`src/hdl/lbs_pkg.sv`:
```
// Package: shared constants, event codes and job type for the LED step sequencer.
`timescale 1ns / 1ps
package lbs_pkg;

	localparam int STEP_COUNT  = 6;
	localparam int PIXEL_COUNT = 12;

	localparam int SLOT_W    = 3;
	localparam int ACC_W     = 21;
	localparam int REG_W     = 20;
	localparam int ELAPSED_W = 16;
	localparam int PHASE_W   = 9;
	localparam int SCAN_W    = 5;
	localparam int POS_W     = 4;
	localparam int DUTY_W    = 9;
	localparam int PIXIDX_W  = 4;
	localparam int COLOR_W   = 8;
	localparam int PIX_W     = $clog2(PIXEL_COUNT);

	localparam int IN_TDATA_W  = 24;
	localparam int OUT_TDATA_W = 72;
	localparam int OUT_TUSER_W = 2;
	localparam int CFG_IDX_W   = 1;

	localparam logic [REG_W-1:0] STEP_PERIOD_RST = 20'd5376;
	localparam logic [REG_W-1:0] PWM_PERIOD_RST  = 20'd42000;

	localparam logic [CFG_IDX_W-1:0] REG_STEP_PERIOD = 1'b0;
	localparam logic [CFG_IDX_W-1:0] REG_PWM_PERIOD  = 1'b1;

	localparam logic [PHASE_W-1:0] BREATHE_INC = 9'd5;
	localparam logic [PHASE_W-1:0] BREATHE_MID = 9'd255;
	localparam logic [DUTY_W-1:0]  DUTY_MIN    = 9'd3;
	localparam logic [DUTY_W-1:0]  DUTY_FULL   = 9'd255;
	localparam logic [DUTY_W-1:0]  DUTY_DIM    = 9'd5;
	localparam logic [SCAN_W-1:0]  SCAN_LAST   = 5'd23;
	localparam logic [SCAN_W-1:0]  SCAN_MID    = 5'd12;

	localparam logic [COLOR_W-1:0] AMBER_R = 8'd255;
	localparam logic [COLOR_W-1:0] AMBER_G = 8'd160;
	localparam logic [COLOR_W-1:0] DIM_R   = 8'd50;
	localparam logic [COLOR_W-1:0] DIM_G   = 8'd40;

	typedef enum logic [1:0] {
		EV_PWM   = 2'd0,
		EV_PIXEL = 2'd1,
		EV_SHOW  = 2'd2
	} event_kind_t;

	typedef struct packed {
		event_kind_t         kind;
		logic                light_on;
		logic [DUTY_W-1:0]   duty;
		logic [POS_W-1:0]    pos;
	} job_t;

endpackage

```
`src/hdl/lbs_tick.sv`:
```
// Tick front end: accumulator, step slot, phases, and the registered job.
`timescale 1ns / 1ps
module lbs_tick (
	input  logic                           clk,
	input  logic                           arst_n,
	input  logic                           tick_valid,
	output logic                           tick_ready,
	input  logic [lbs_pkg::ELAPSED_W-1:0]  elapsed,
	input  logic                           light_on,
	input  logic [lbs_pkg::REG_W-1:0]      step_period,
	input  logic                           job_pop,
	output logic                           job_valid,
	output lbs_pkg::job_t                  job
);
	import lbs_pkg::*;

	localparam logic [SLOT_W-1:0] SLOT_LAST = SLOT_W'(STEP_COUNT - 1);
	localparam logic [SLOT_W-1:0] SLOT_PWM  = SLOT_W'(0);
	localparam logic [SLOT_W-1:0] SLOT_SCAN = SLOT_W'(1);
	localparam logic [SLOT_W-1:0] SLOT_SHOW = SLOT_W'(2);

	logic [ACC_W-1:0]   acc_q;
	logic [SLOT_W-1:0]  slot_q;
	logic [PHASE_W-1:0] phase_q;
	logic [SCAN_W-1:0]  scan_q;
	logic               job_valid_s1;
	job_t               job_s1;

	logic [ACC_W-1:0]   acc_sum;
	logic               fire;
	logic               accept;
	logic [PHASE_W-1:0] phase_nxt;
	logic [DUTY_W-1:0]  phase_gap;
	logic [DUTY_W-1:0]  duty;
	logic [SCAN_W-1:0]  scan_nxt;
	logic [SCAN_W-1:0]  pos_full;
	logic               has_job;
	job_t               job_nxt;

	assign tick_ready = !job_valid_s1 || job_pop;
	assign accept     = tick_valid && tick_ready;

	always_comb begin
		acc_sum   = ACC_W'({1'b0, acc_q} + {{(ACC_W + 1 - ELAPSED_W){1'b0}}, elapsed});
		fire      = acc_sum > {{(ACC_W - REG_W){1'b0}}, step_period};
		phase_nxt = phase_q + BREATHE_INC;
		phase_gap = (phase_nxt >= BREATHE_MID) ? (phase_nxt - BREATHE_MID)
		                                       : (BREATHE_MID - phase_nxt);
		duty      = (phase_gap > DUTY_MIN) ? phase_gap : DUTY_MIN;
		scan_nxt  = (scan_q == SCAN_LAST) ? '0 : scan_q + SCAN_W'(1);
		pos_full  = (scan_nxt >= SCAN_MID) ? (scan_nxt - SCAN_MID) : (SCAN_MID - scan_nxt);
		job_nxt.light_on = light_on;
		job_nxt.duty     = duty;
		job_nxt.pos      = POS_W'(pos_full);
		job_nxt.kind     = EV_SHOW;
		has_job          = 1'b0;
		unique case (slot_q)
			SLOT_PWM: begin
				job_nxt.kind = EV_PWM;
				has_job      = fire;
			end
			SLOT_SCAN: begin
				job_nxt.kind = EV_PIXEL;
				has_job      = fire;
			end
			SLOT_SHOW: begin
				job_nxt.kind = EV_SHOW;
				has_job      = fire;
			end
			default: begin
				has_job = 1'b0;
			end
		endcase
	end

	always_ff @(posedge clk or negedge arst_n) begin
		if (!arst_n) begin
			acc_q        <= '0;
			slot_q       <= '0;
			phase_q      <= '0;
			scan_q       <= '0;
			job_valid_s1 <= 1'b0;
		end else begin
			if (job_pop) begin
				job_valid_s1 <= 1'b0;
			end
			if (accept) begin
				if (fire) begin
					acc_q  <= '0;
					slot_q <= (slot_q == SLOT_LAST) ? '0 : slot_q + SLOT_W'(1);
					if (slot_q == SLOT_PWM) begin
						phase_q <= phase_nxt;
					end
					if (slot_q == SLOT_SCAN) begin
						scan_q <= scan_nxt;
					end
				end else begin
					acc_q <= acc_sum;
				end
				if (has_job) begin
					job_valid_s1 <= 1'b1;
				end
			end
		end
	end

	always_ff @(posedge clk) begin
		if (accept && has_job) begin
			job_s1 <= job_nxt;
		end
	end

	assign job_valid = job_valid_s1;
	assign job       = job_s1;

endmodule

```
`src/hdl/lbs_emit.sv`:
```
// Result emitter: PWM compare scaling, pixel burst counter and output register.
`timescale 1ns / 1ps
module lbs_emit (
	input  logic                              clk,
	input  logic                              arst_n,
	input  logic                              job_valid,
	input  lbs_pkg::job_t                     job,
	output logic                              job_pop,
	input  logic [lbs_pkg::REG_W-1:0]         pwm_period,
	output logic                              m_tvalid,
	input  logic                              m_tready,
	output logic [lbs_pkg::OUT_TDATA_W-1:0]   m_tdata,
	output logic [lbs_pkg::OUT_TUSER_W-1:0]   m_tuser,
	output logic                              m_tlast
);
	import lbs_pkg::*;

	localparam int PROD_W = REG_W + DUTY_W;
	localparam logic [PIX_W-1:0] PIX_LAST = PIX_W'(PIXEL_COUNT - 1);

	logic [PIX_W-1:0]    pix_q;
	logic                out_valid_q;
	event_kind_t         kind_q;
	logic [REG_W-1:0]    hc_q;
	logic [REG_W-1:0]    bc_q;
	logic [PIXIDX_W-1:0] idx_q;
	logic [COLOR_W-1:0]  red_q;
	logic [COLOR_W-1:0]  green_q;
	logic                last_q;

	logic                load;
	logic                job_end;
	logic [DUTY_W-1:0]   head_duty;
	logic [PROD_W-1:0]   hc_prod;
	logic [PROD_W-1:0]   bc_prod;
	logic [7:0]          pix8;
	logic [7:0]          pos8;
	logic [REG_W-1:0]    hc_nxt;
	logic [REG_W-1:0]    bc_nxt;
	logic [PIXIDX_W-1:0] idx_nxt;
	logic [COLOR_W-1:0]  red_nxt;
	logic [COLOR_W-1:0]  green_nxt;

	assign load    = !out_valid_q || m_tready;
	assign job_end = (job.kind != EV_PIXEL) || (pix_q == PIX_LAST);
	assign job_pop = load && job_valid && job_end;

	always_comb begin
		head_duty = job.light_on ? DUTY_FULL : DUTY_DIM;
		hc_prod   = {{DUTY_W{1'b0}}, pwm_period} * {{REG_W{1'b0}}, head_duty};
		bc_prod   = {{DUTY_W{1'b0}}, pwm_period} * {{REG_W{1'b0}}, job.duty};
		pix8      = 8'(pix_q);
		pos8      = 8'(job.pos);
		hc_nxt    = '0;
		bc_nxt    = '0;
		idx_nxt   = '0;
		red_nxt   = '0;
		green_nxt = '0;
		unique case (job.kind)
			EV_PWM: begin
				hc_nxt = hc_prod[REG_W+7:8];
				bc_nxt = bc_prod[REG_W+7:8];
			end
			EV_PIXEL: begin
				idx_nxt = PIXIDX_W'(pix_q);
				if (pix8 == pos8) begin
					red_nxt   = AMBER_R;
					green_nxt = AMBER_G;
				end else if ((pix8 + 8'd1 == pos8) || (pix8 == pos8 + 8'd1)) begin
					red_nxt   = DIM_R;
					green_nxt = DIM_G;
				end
			end
			EV_SHOW: begin
			end
			default: begin
			end
		endcase
	end

	always_ff @(posedge clk or negedge arst_n) begin
		if (!arst_n) begin
			pix_q       <= '0;
			out_valid_q <= 1'b0;
		end else if (load) begin
			out_valid_q <= job_valid;
			if (job_valid) begin
				pix_q <= job_end ? '0 : pix_q + PIX_W'(1);
			end
		end
	end

	always_ff @(posedge clk) begin
		if (load && job_valid) begin
			kind_q  <= job.kind;
			hc_q    <= hc_nxt;
			bc_q    <= bc_nxt;
			idx_q   <= idx_nxt;
			red_q   <= red_nxt;
			green_q <= green_nxt;
			last_q  <= job_end;
		end
	end

	assign m_tvalid = out_valid_q;
	assign m_tuser  = kind_q;
	assign m_tlast  = last_q;
	assign m_tdata  = {4'd0, {COLOR_W{1'b0}}, green_q, red_q, idx_q, bc_q, hc_q};

endmodule

```
`src/hdl/led_breathe_scan_sequencer.sv`:
```
// Top level: configuration registers, tick front end and result emitter.
//
// Each tick beat adds its elapsed time to an accumulator; once the sum exceeds
// step_period the next of six step slots runs. Slot 0 gives one PWM compare beat,
// slot 1 a burst of twelve pixel beats (one per cycle while tready is high, last
// one flagged by tlast), slot 2 one show beat, other slots nothing. A tick beat
// is taken every cycle while results flow; a pixel burst holds off the following
// tick until the emitter's pixel counter reaches the last pixel (longer while
// tready is low). Results pass the job, then the output register. The user must
// write registers only while the block is idle; the block does not enforce it.
`timescale 1ns / 1ps
module led_breathe_scan_sequencer (
	input  logic                              clk,
	input  logic                              arst_n,
	input  logic                              cfg_we,
	input  logic [lbs_pkg::CFG_IDX_W-1:0]     cfg_index,
	input  logic [lbs_pkg::REG_W-1:0]         cfg_data,
	input  logic                              s_tvalid,
	output logic                              s_tready,
	// elapsed[15:0], light_on[16], zero pad
	input  logic [lbs_pkg::IN_TDATA_W-1:0]    s_tdata,
	output logic                              m_tvalid,
	input  logic                              m_tready,
	// headlight_compare[19:0], breathe_compare[39:20], pixel_index[43:40],
	// red[51:44], green[59:52], blue[67:60], zero pad
	output logic [lbs_pkg::OUT_TDATA_W-1:0]   m_tdata,
	// event_kind[1:0]
	output logic [lbs_pkg::OUT_TUSER_W-1:0]   m_tuser,
	output logic                              m_tlast
);
	import lbs_pkg::*;

	logic [REG_W-1:0] step_period_q;
	logic [REG_W-1:0] pwm_period_q;
	logic             job_valid;
	logic             job_pop;
	job_t             job;

	always_ff @(posedge clk or negedge arst_n) begin
		if (!arst_n) begin
			step_period_q <= STEP_PERIOD_RST;
			pwm_period_q  <= PWM_PERIOD_RST;
		end else if (cfg_we) begin
			unique case (cfg_index)
				REG_STEP_PERIOD: step_period_q <= cfg_data;
				REG_PWM_PERIOD:  pwm_period_q  <= cfg_data;
				default: begin
				end
			endcase
		end
	end

	lbs_tick u_tick (
		.clk         (clk),
		.arst_n      (arst_n),
		.tick_valid  (s_tvalid),
		.tick_ready  (s_tready),
		.elapsed     (s_tdata[ELAPSED_W-1:0]),
		.light_on    (s_tdata[ELAPSED_W]),
		.step_period (step_period_q),
		.job_pop     (job_pop),
		.job_valid   (job_valid),
		.job         (job)
	);

	lbs_emit u_emit (
		.clk        (clk),
		.arst_n     (arst_n),
		.job_valid  (job_valid),
		.job        (job),
		.job_pop    (job_pop),
		.pwm_period (pwm_period_q),
		.m_tvalid   (m_tvalid),
		.m_tready   (m_tready),
		.m_tdata    (m_tdata),
		.m_tuser    (m_tuser),
		.m_tlast    (m_tlast)
	);

endmodule

```
`config.mk`:
```
export PLATFORM = sky130hd
export DESIGN_NAME = led_breathe_scan_sequencer
export DESIGN_NICKNAME = d
export VERILOG_FILES = /design/src/hdl/lbs_pkg.sv /design/src/hdl/lbs_tick.sv /design/src/hdl/lbs_emit.sv /design/src/hdl/led_breathe_scan_sequencer.sv
export SDC_FILE = /design/constraint.sdc
export NUM_CORES = 1
export LEC_CHECK = 0
export BUFFER_PORTS_ARGS = -buffer_cell sky130_fd_sc_hd__buf_2
export CAP_MARGIN = 20
export CORE_MARGIN = 4
export CORE_UTILIZATION = 50
export CTS_CLUSTER_DIAMETER = 120
export DETAILED_ROUTE_END_ITERATION = 10
export HOLD_SLACK_MARGIN = 0.15
export PLACE_DENSITY = 0.68
export SYNTH_ARGS = -nofsm -noshare
export SYNTH_HDL_FRONTEND = slang
export SYNTH_SLANG_ARGS = --single-unit
```
`constraint.sdc`:
```
create_clock -name clk -period 6.9 [get_ports clk]
set_clock_uncertainty 0.1 [all_clocks]
set_input_delay 1.38 -clock clk [delete_from_list [all_inputs] [get_ports clk]]
set_output_delay 1.38 -clock clk [all_outputs]
set_load 0.05 [all_outputs]
```
==> impl_results.md, run 1 <==
- Initial DRC Count: 798
- Fraction of layout cells with a size suffix above 1: 11.0%
- CP most frequent cell: fa_1
- GPL Wtd Cong: 0.842
- Final global-route overflow total: 0
- Worst-margin pin slew: 0.986 ns
- Port bufs: 102
- Num rows: 67
- Cell family with most CP delay: adder cells
- CTS tree: yes
- First-pass GRT wire length: 63,600 um
- Initial antenna violation count: 0
- CP max-delay cell: dfrtp_1
- Top_reg_cell synth: dfrtp_1
- Die span in y: 193 um
- Crit-path cells: nand2_1 > fa_1 > inv_1 > fa_1 > inv_1 > fa_1 > inv_1 > fa_1 > ha_1 > o21ai_0 > o211ai_1 > o2111ai_1 > o21ai_0 > o21ai_0 > a211oi_1 > or3_1 > a21oi_1
- DR vias/cell: 5.33
- Setup-failing EPs final: 0
- Syn avg cell area: 9.55 um^2
- Area growth, synth to finish: 7.48%
- Vias: 12.3k
- Worst-path maximum fanout: 22
- Most frequent cells in the layout: 282 x inv_1, 213 x fa_1, 192 x nand2_1
- Post-CTS Setup Bufs: 0
- CTS Buffer Depth: 2
- Critical path class: reg2reg
- Slew Viols, Final: 0
- Chip width: 193 um
- Filler cells: 3,033
- Min-Delay Path Class: reg2reg
- Syn Inst Count: 1,796
- Relative slew slack: 34.1%
- Unrepaired setup endpoints after global routing: false
- Syn. warnings: 0
- Max Cap Violations: 0
- Most Crowded Layer GR: met2
- Post-synth EDFFs: 66
- Wire per inst: 16.0 um
- Dpl ws: 0.601 ns
- Post-DP HPWL: 28,400 um
- Met1 usage: 28.0%
- Core area: 33,700 um^2
- Clock Sinks: 150
- Grt met2 use: 34.3%
- Synthesized area: 17,200 um^2
- Die area: 37,300 um^2
- Seq/Total Area, Yosys: 23.9%
- GRT Overall Usage: 20.6%
- Post-synthesis cell type count: 70
- Max Clock Freq: 164 MHz
- Setup WS post-layout: 0.817 ns
- CP max stage delay: 0.88 ns
- Setup TNS: 0 ns
- Initial core utilization: 50.9%
- Later-pin clock latency in the skew report: 0.46 ns
- DRC: 0
- Startpoint Class: flip-flop
- Vias in the first global route: 12.8k
- Met3 Usage GRT: 3.06%
- Critical path required time: 7.09 ns
- FFs w/ async S/R, synth: 56.0%
- Nature of the critical path endpoint: flip-flop
- Drt total wl: 36,900 um
- Resize count post-CTS: 0
- Worst-path clk slew: 0.07 ns
- Num CTS Buffers: 17
- Post-CTS Hold Buffers: 0
- Run status: complete, no violations
- H-tree level count: 4
- Number of antenna diodes: 0
- Area used by multi-input combinational logic: 11,500 um^2
- WP buf/inv: 3
- DRT Pass-1 Iters: 5
- CTS root buf: clkbuf_16
- Commonest non-fill, non-tap cell in the layout: inv_1
- DRT antenna net count: 0
- Worst EP arrival: 6.27 ns
- Final hold vios: 0
- Final critical-path required period: 6.08 ns
- I/O pin count: 127
- Synthesized flop and latch total: 150
- Sequential cell area: 4090 um^2
- Pin count of the biggest net entering global routing: 66
- Final worst-path cycle share: 88.2%
- NumNets Final: 2,248
cells in the mapped netlist (all sizes together), types with 11 or more instances:
| cell | count | area share [%] |
|---|---|---|
| edfxtp | 66 | 12 |
| nor2b | 11 | 0.40 |
| nor2 | 79 | 1.8 |
| clkbuf | 70 | 1.5 |
| nand3 | 24 | 0.70 |
| xnor2 | 58 | 3.0 |
| dfrtp | 77 | 11 |
| nand2b | 16 | 0.58 |
| o21a | 11 | 0.48 |
| nor3 | 19 | 0.67 |
| a21oi | 56 | 1.7 |
| o21ai | 80 | 2.3 |
| a21o | 16 | 0.70 |
| mux2 | 25 | 1.6 |
| inv | 283 | 6.2 |
| o31ai | 11 | 0.48 |
| nand2 | 192 | 4.2 |
| fa | 213 | 25 |
| xor2 | 49 | 2.5 |
| ha | 145 | 11 |
| and2 | 128 | 4.7 |
| buf | 35 | 1.5 |
stage by stage:
step | util, % | hold slack (ns) | instance area, um^2 | cells
after floorplan | - | 0.343 | 17200 | 1812
after global placement | 53.0 | 0.354 | 17800 | 2269
after detailed placement | 53.0 | 0.365 | 17800 | 2269
after CTS | 54.7 | 0.382 | 18400 | 2301
after global routing | 54.7 | 0.401 | 18400 | 2301
final | 54.7 | 0.381 | 18400 | 2301
metal layers:
layer / up-vias / routed length (um)
met2: 301 / 17700
met5: - / 0
met3: 62 / 1660
li1: 5810 / -
met4: 0 / 943
met1: 6095 / 16600
sequential cells by signal, indices dropped and copies added, names as in the netlist, 5 cells and up:
| signal | cells |
|---|---|
| pwm_period_q | 20 |
| u_tick.job | 16 |
| u_tick.acc_q | 21 |
| u_tick.scan_q | 5 |
| u_emit.bc_q | 20 |
| u_emit.hc_q | 20 |
| step_period_q | 20 |
| u_tick.phase_q | 9 |
final timing paths:
kind	startpoint	end	slack, ns	depth (start not counted)
min in group asynchronous	arst_n	u_emit.pix_q[2]	0.70	1
min	u_tick.acc_q[12]	u_tick.acc_q[12]	0.38	2
max in group asynchronous	arst_n	step_period_q[4]	4.88	2
max	pwm_period_q[5]	u_emit.bc_q[19]	0.82	17
min reg2reg	u_tick.acc_q[12]	u_tick.acc_q[12]	0.38	2
max reg2reg	pwm_period_q[5]	u_emit.bc_q[19]	0.82	17
final cells by class:
cell class / count / share of cell area [%]
sequential: 150 / 22.2
inverter: 283 / 5.76
tap: 448 / 3.04
clock inverter: 15 / 0.876
clock buffer: 17 / 2.31
timing repair buffer: 114 / 3.27
multi-input combinational: 1274 / 62.5
cell families (layout without fill, tap and decap cells):
kind of cell / count (synthesis) / after routing / share of synthesized area (%)
compound gates: 247 / 247 / 9.16
other cells: 1 / 17 / 0.0219
buf+inv: 388 / 429 / 9.29
flops: 150 / 150 / 23.9
simple gates: 519 / 519 / 15.1
mux: 26 / 26 / 1.70
fa+ha+maj: 358 / 358 / 35.4
xor+xnor: 107 / 107 / 5.46
tightest hold or removal path: cells and delay by family (launching register included):
family	cells	cell delay, ns
AND/OR/NAND/NOR	2	0.10
flip-flops	1	0.36
Power of run 1 is left out: the tool's default activity adds up to more than one toggle a clock period on the data nets, which glitch-free logic cannot reach.
==> run 2, diff against run 1 <==
Settings changed: SYNTH_HIERARCHICAL from default to 1.
Clock period 6.9 ns to 7.8 ns, I/O delays scaled along.
==> impl_results.md, run 2 <==
- CTS tree: yes
- Fraction of layout cells with a size suffix above 1: 11.7% (+0.72 points)
- Number of antenna diodes: 0 (unchanged)
- Worst-margin pin slew: 0.845 ns (-0.140 ns)
- Slew Viols, Final: 0 (unchanged)
- Area used by multi-input combinational logic: 12,000 um^2 (+4.1%)
- Num rows: 68 (+1.5%)
- DRT antenna net count: 0 (unchanged)
- DR vias/cell: 5.26 (-1.4%)
- Max reg flops: 21 (unchanged)
- Setup TNS: 0 ns (unchanged)
- Worst EP arrival: 5.97 ns (-0.30 ns)
- Top_reg_cell synth: dfrtp_1
- Post-DP HPWL: 29,200 um (+2.8%)
- Metal3 WL: 1510 um (-8.9%)
- Max Cap Violations: 0 (unchanged)
- Seq/Total Area, Yosys: 23.0% (-0.83 points)
- Critical path required time: 7.87 ns (+0.78 ns)
- Nature of the critical path endpoint: flip-flop
- Setup WS post-layout: 1.90 ns (+1.08 ns)
- Num CTS Buffers: 17 (unchanged)
- I/O pin count: 127 (unchanged)
- Syn. warnings: 6 (+6)
- Non-filler cells, final: 2,365 (+2.8%)
- Sequential cell area: 4090 um^2 (unchanged)
- Relative slew slack: 43.7% (+9.5 points)
- Synth area leader: fa_1
- CP most frequent cell: fa_1
- DRT Pass-1 Iters: 7 (+2)
- DR top layer: met4
- NumNets Final: 2,306 (+2.6%)
- Die span in y: 197 um (+1.7%)
- Post-synthesis cell type count: 88 (+26%)
- Syn avg cell area: 9.58 um^2 (+0.30%)
- Port bufs: 102 (unchanged)
- Core area: 34,800 um^2 (+3.3%)
- CP max stage delay: 0.84 ns (-0.04 ns)
- Final hold vios: 0 (unchanged)
- CP max-delay cell: dfrtp_1
- Crit-path cells: and2_1 > fa_1 > fa_1 > fa_1 > inv_1 > fa_1 > inv_1 > ha_1 > a21o_1 > a211oi_1 > o211ai_1 > a211oi_2 > o31ai_1 > a21oi_1 > xnor2_1 > nor2_1
- Hold depth: 2 (unchanged)
- Synthesized area: 17,800 um^2 (+3.6%)
- Vias in the first global route: 13.1k (+2.7%)
- Run status: complete, no violations
- Fin Hold WS: 0.391 ns (+0.00915 ns)
- WP buf/inv: 2 (-1)
- Resize count post-CTS: 0 (unchanged)
- Wire per inst: 15.8 um (-1.6%)
- Count leader, synth: inv_1
- Startpoint Class: flip-flop
- Post-synth EDFFs: 66 (unchanged)
- Commonest non-fill, non-tap cell in the layout: inv_1
- Unrepaired setup endpoints after global routing: false
- Crit path depth: 16 (-1)
- Vias: 12.4k (+1.3%)
- Critical path class: reg2reg
- Most frequent cells after synthesis: 319 x inv_1, 213 x fa_1, 190 x nand2_1, 146 x ha_1, 134 x and2_1
- Initial DRC Count: 629 (-21%)
- GPL Wtd Cong: 0.883 (+4.9%)
- R2r startpoint: pwm_period_q[6]
- Final worst-path cycle share: 75.7% (-12 points)
- FFs w/ async S/R, synth: 56.0% (unchanged)
- Filler cells: 3,092 (+1.9%)
- DRC: 0 (unchanged)
- Post-CTS Hold Buffers: 0 (unchanged)
- Dpl ws: 1.66 ns (+1.06 ns)
- CTS root buf: clkbuf_16
- Clock Sinks: 150 (unchanged)
- Syn Inst Count: 1,855 (+3.3%)
- Met2 wire len: 18,200 um (+2.7%)
- Post-Place Cells: 2,332 (+2.8%)
- Area growth, synth to finish: 7.08%
- Chip width: 197 um (+1.7%)
- Drt total wl: 37,300 um (+1.1%)
- H-tree level count: 4 (unchanged)
- Later-pin clock latency in the skew report: 0.44 ns (-0.02 ns)
- Worst-path clk slew: 0.08 ns (about the same)
- Largest register by flop count: u_tick/acc_q
- Setup-failing EPs final: 0 (unchanged)
- GRT Overall Usage: 20.0% (-0.64 points)
- Yosys top cell area share: 24.0% (-0.86 points)
- Synth top area cells: fa_1 24%, edfxtp_1 11%, dfrtp_1 11%, ha_1 10%, inv_1 6.7%
- Worst-path maximum fanout: 22 (unchanged)
- Initial antenna violation count: 0 (unchanged)
- Min-Delay Path Class: reg2reg
- Most frequent cells in the layout: 318 x inv_1, 213 x fa_1, 190 x nand2_1
- DRT met1 WL: 16,900 um (+2.0%)
- Synthesized flop and latch total: 150 (unchanged)
- Pin count of the biggest net entering global routing: 80 (+21%)
- Post-CTS Setup Bufs: 0 (unchanged)
- Max Clock Freq: 169 MHz (+3.1%)
- Initial core utilization: 51.1% (+0.17 points)
- Worst r2r path cells: 16 (-1)
- Cell family with most CP delay: adder cells
- First-pass GRT wire length: 63,300 um (-0.47%)
- Hold_sp: u_tick/acc_q[8]
- Final critical-path required period: 5.90 ns (-0.180 ns)
- CTS Buffer Depth: 2 (unchanged)
- Die area: 38,600 um^2 (+3.4%)
- Worst setup startpoint: pwm_period_q[6]
- Final global-route overflow total: 0 (unchanged)
-- run 2: logic make-up (layout without fill, tap and decap cells) --
family | after synthesis | in the layout | synth area share [%]
xor+xnor | 100 | 100 | 4.97
buf+inv | 420 | 459 | 9.75
mux | 48 | 48 | 3.53
other cells | 1 | 17 | 0.0211
compound gates | 249 | 249 | 9.45
fa+ha+maj | 359 | 359 | 34.3
simple gates | 528 | 528 | 15.0
flops | 150 | 150 | 23.0
-- run 2: per-stage QoR --
step           utilization [%]  area [um^2]
6_report                  54.7        19000
4_1_cts                   54.6        19000
3_5_place_dp              52.9        18400
5_1_grt                   54.7        19000
3_3_place_gp              52.9        18400
2_1_floorplan                -        17800
-- run 2: cell type report --
type,instances,area share (%)
multi-input combinational,1301,63.1
sequential,150,21.5
timing repair buffer,108,3.04
clock buffer,17,2.24
clock inverter,15,0.848
tap,455,2.99
inverter,319,6.29
-- run 2: path summary, 6_finish.rpt --
kind | endpoint | slack (ns)
max | u_emit/bc_q[19] | 1.90
min | u_tick/acc_q[8] | 0.39
max reg2reg | u_emit/bc_q[19] | 1.90
min reg2reg | u_tick/acc_q[8] | 0.39
max in group asynchronous | pwm_period_q[4] | 5.92
min in group asynchronous | u_tick/scan_q[1] | 0.82
-- run 2: per-layer routing --
metal  GRT usage [%]  vias to the layer above
met5               0                        -
met1            26.9                     6158
met3            2.96                       51
met4            4.97                        0
li1                -                     5966
met2            34.2                      258
-- run 2: worst register-to-register path, cell delays in order, from the launching register on --
cell and delay, ns:
dfrtp_1 0.84, and2_1 0.26, fa_1 0.44, fa_1 0.52, fa_1 0.54, inv_1 0.05
fa_1 0.52, inv_1 0.04, ha_1 0.35, a21o_1 0.22, a211oi_1 0.46, o211ai_1 0.33
a211oi_2 0.37, o31ai_1 0.20, a21oi_1 0.20, xnor2_1 0.14, nor2_1 0.06
Power of run 2 is left out for the same reason.
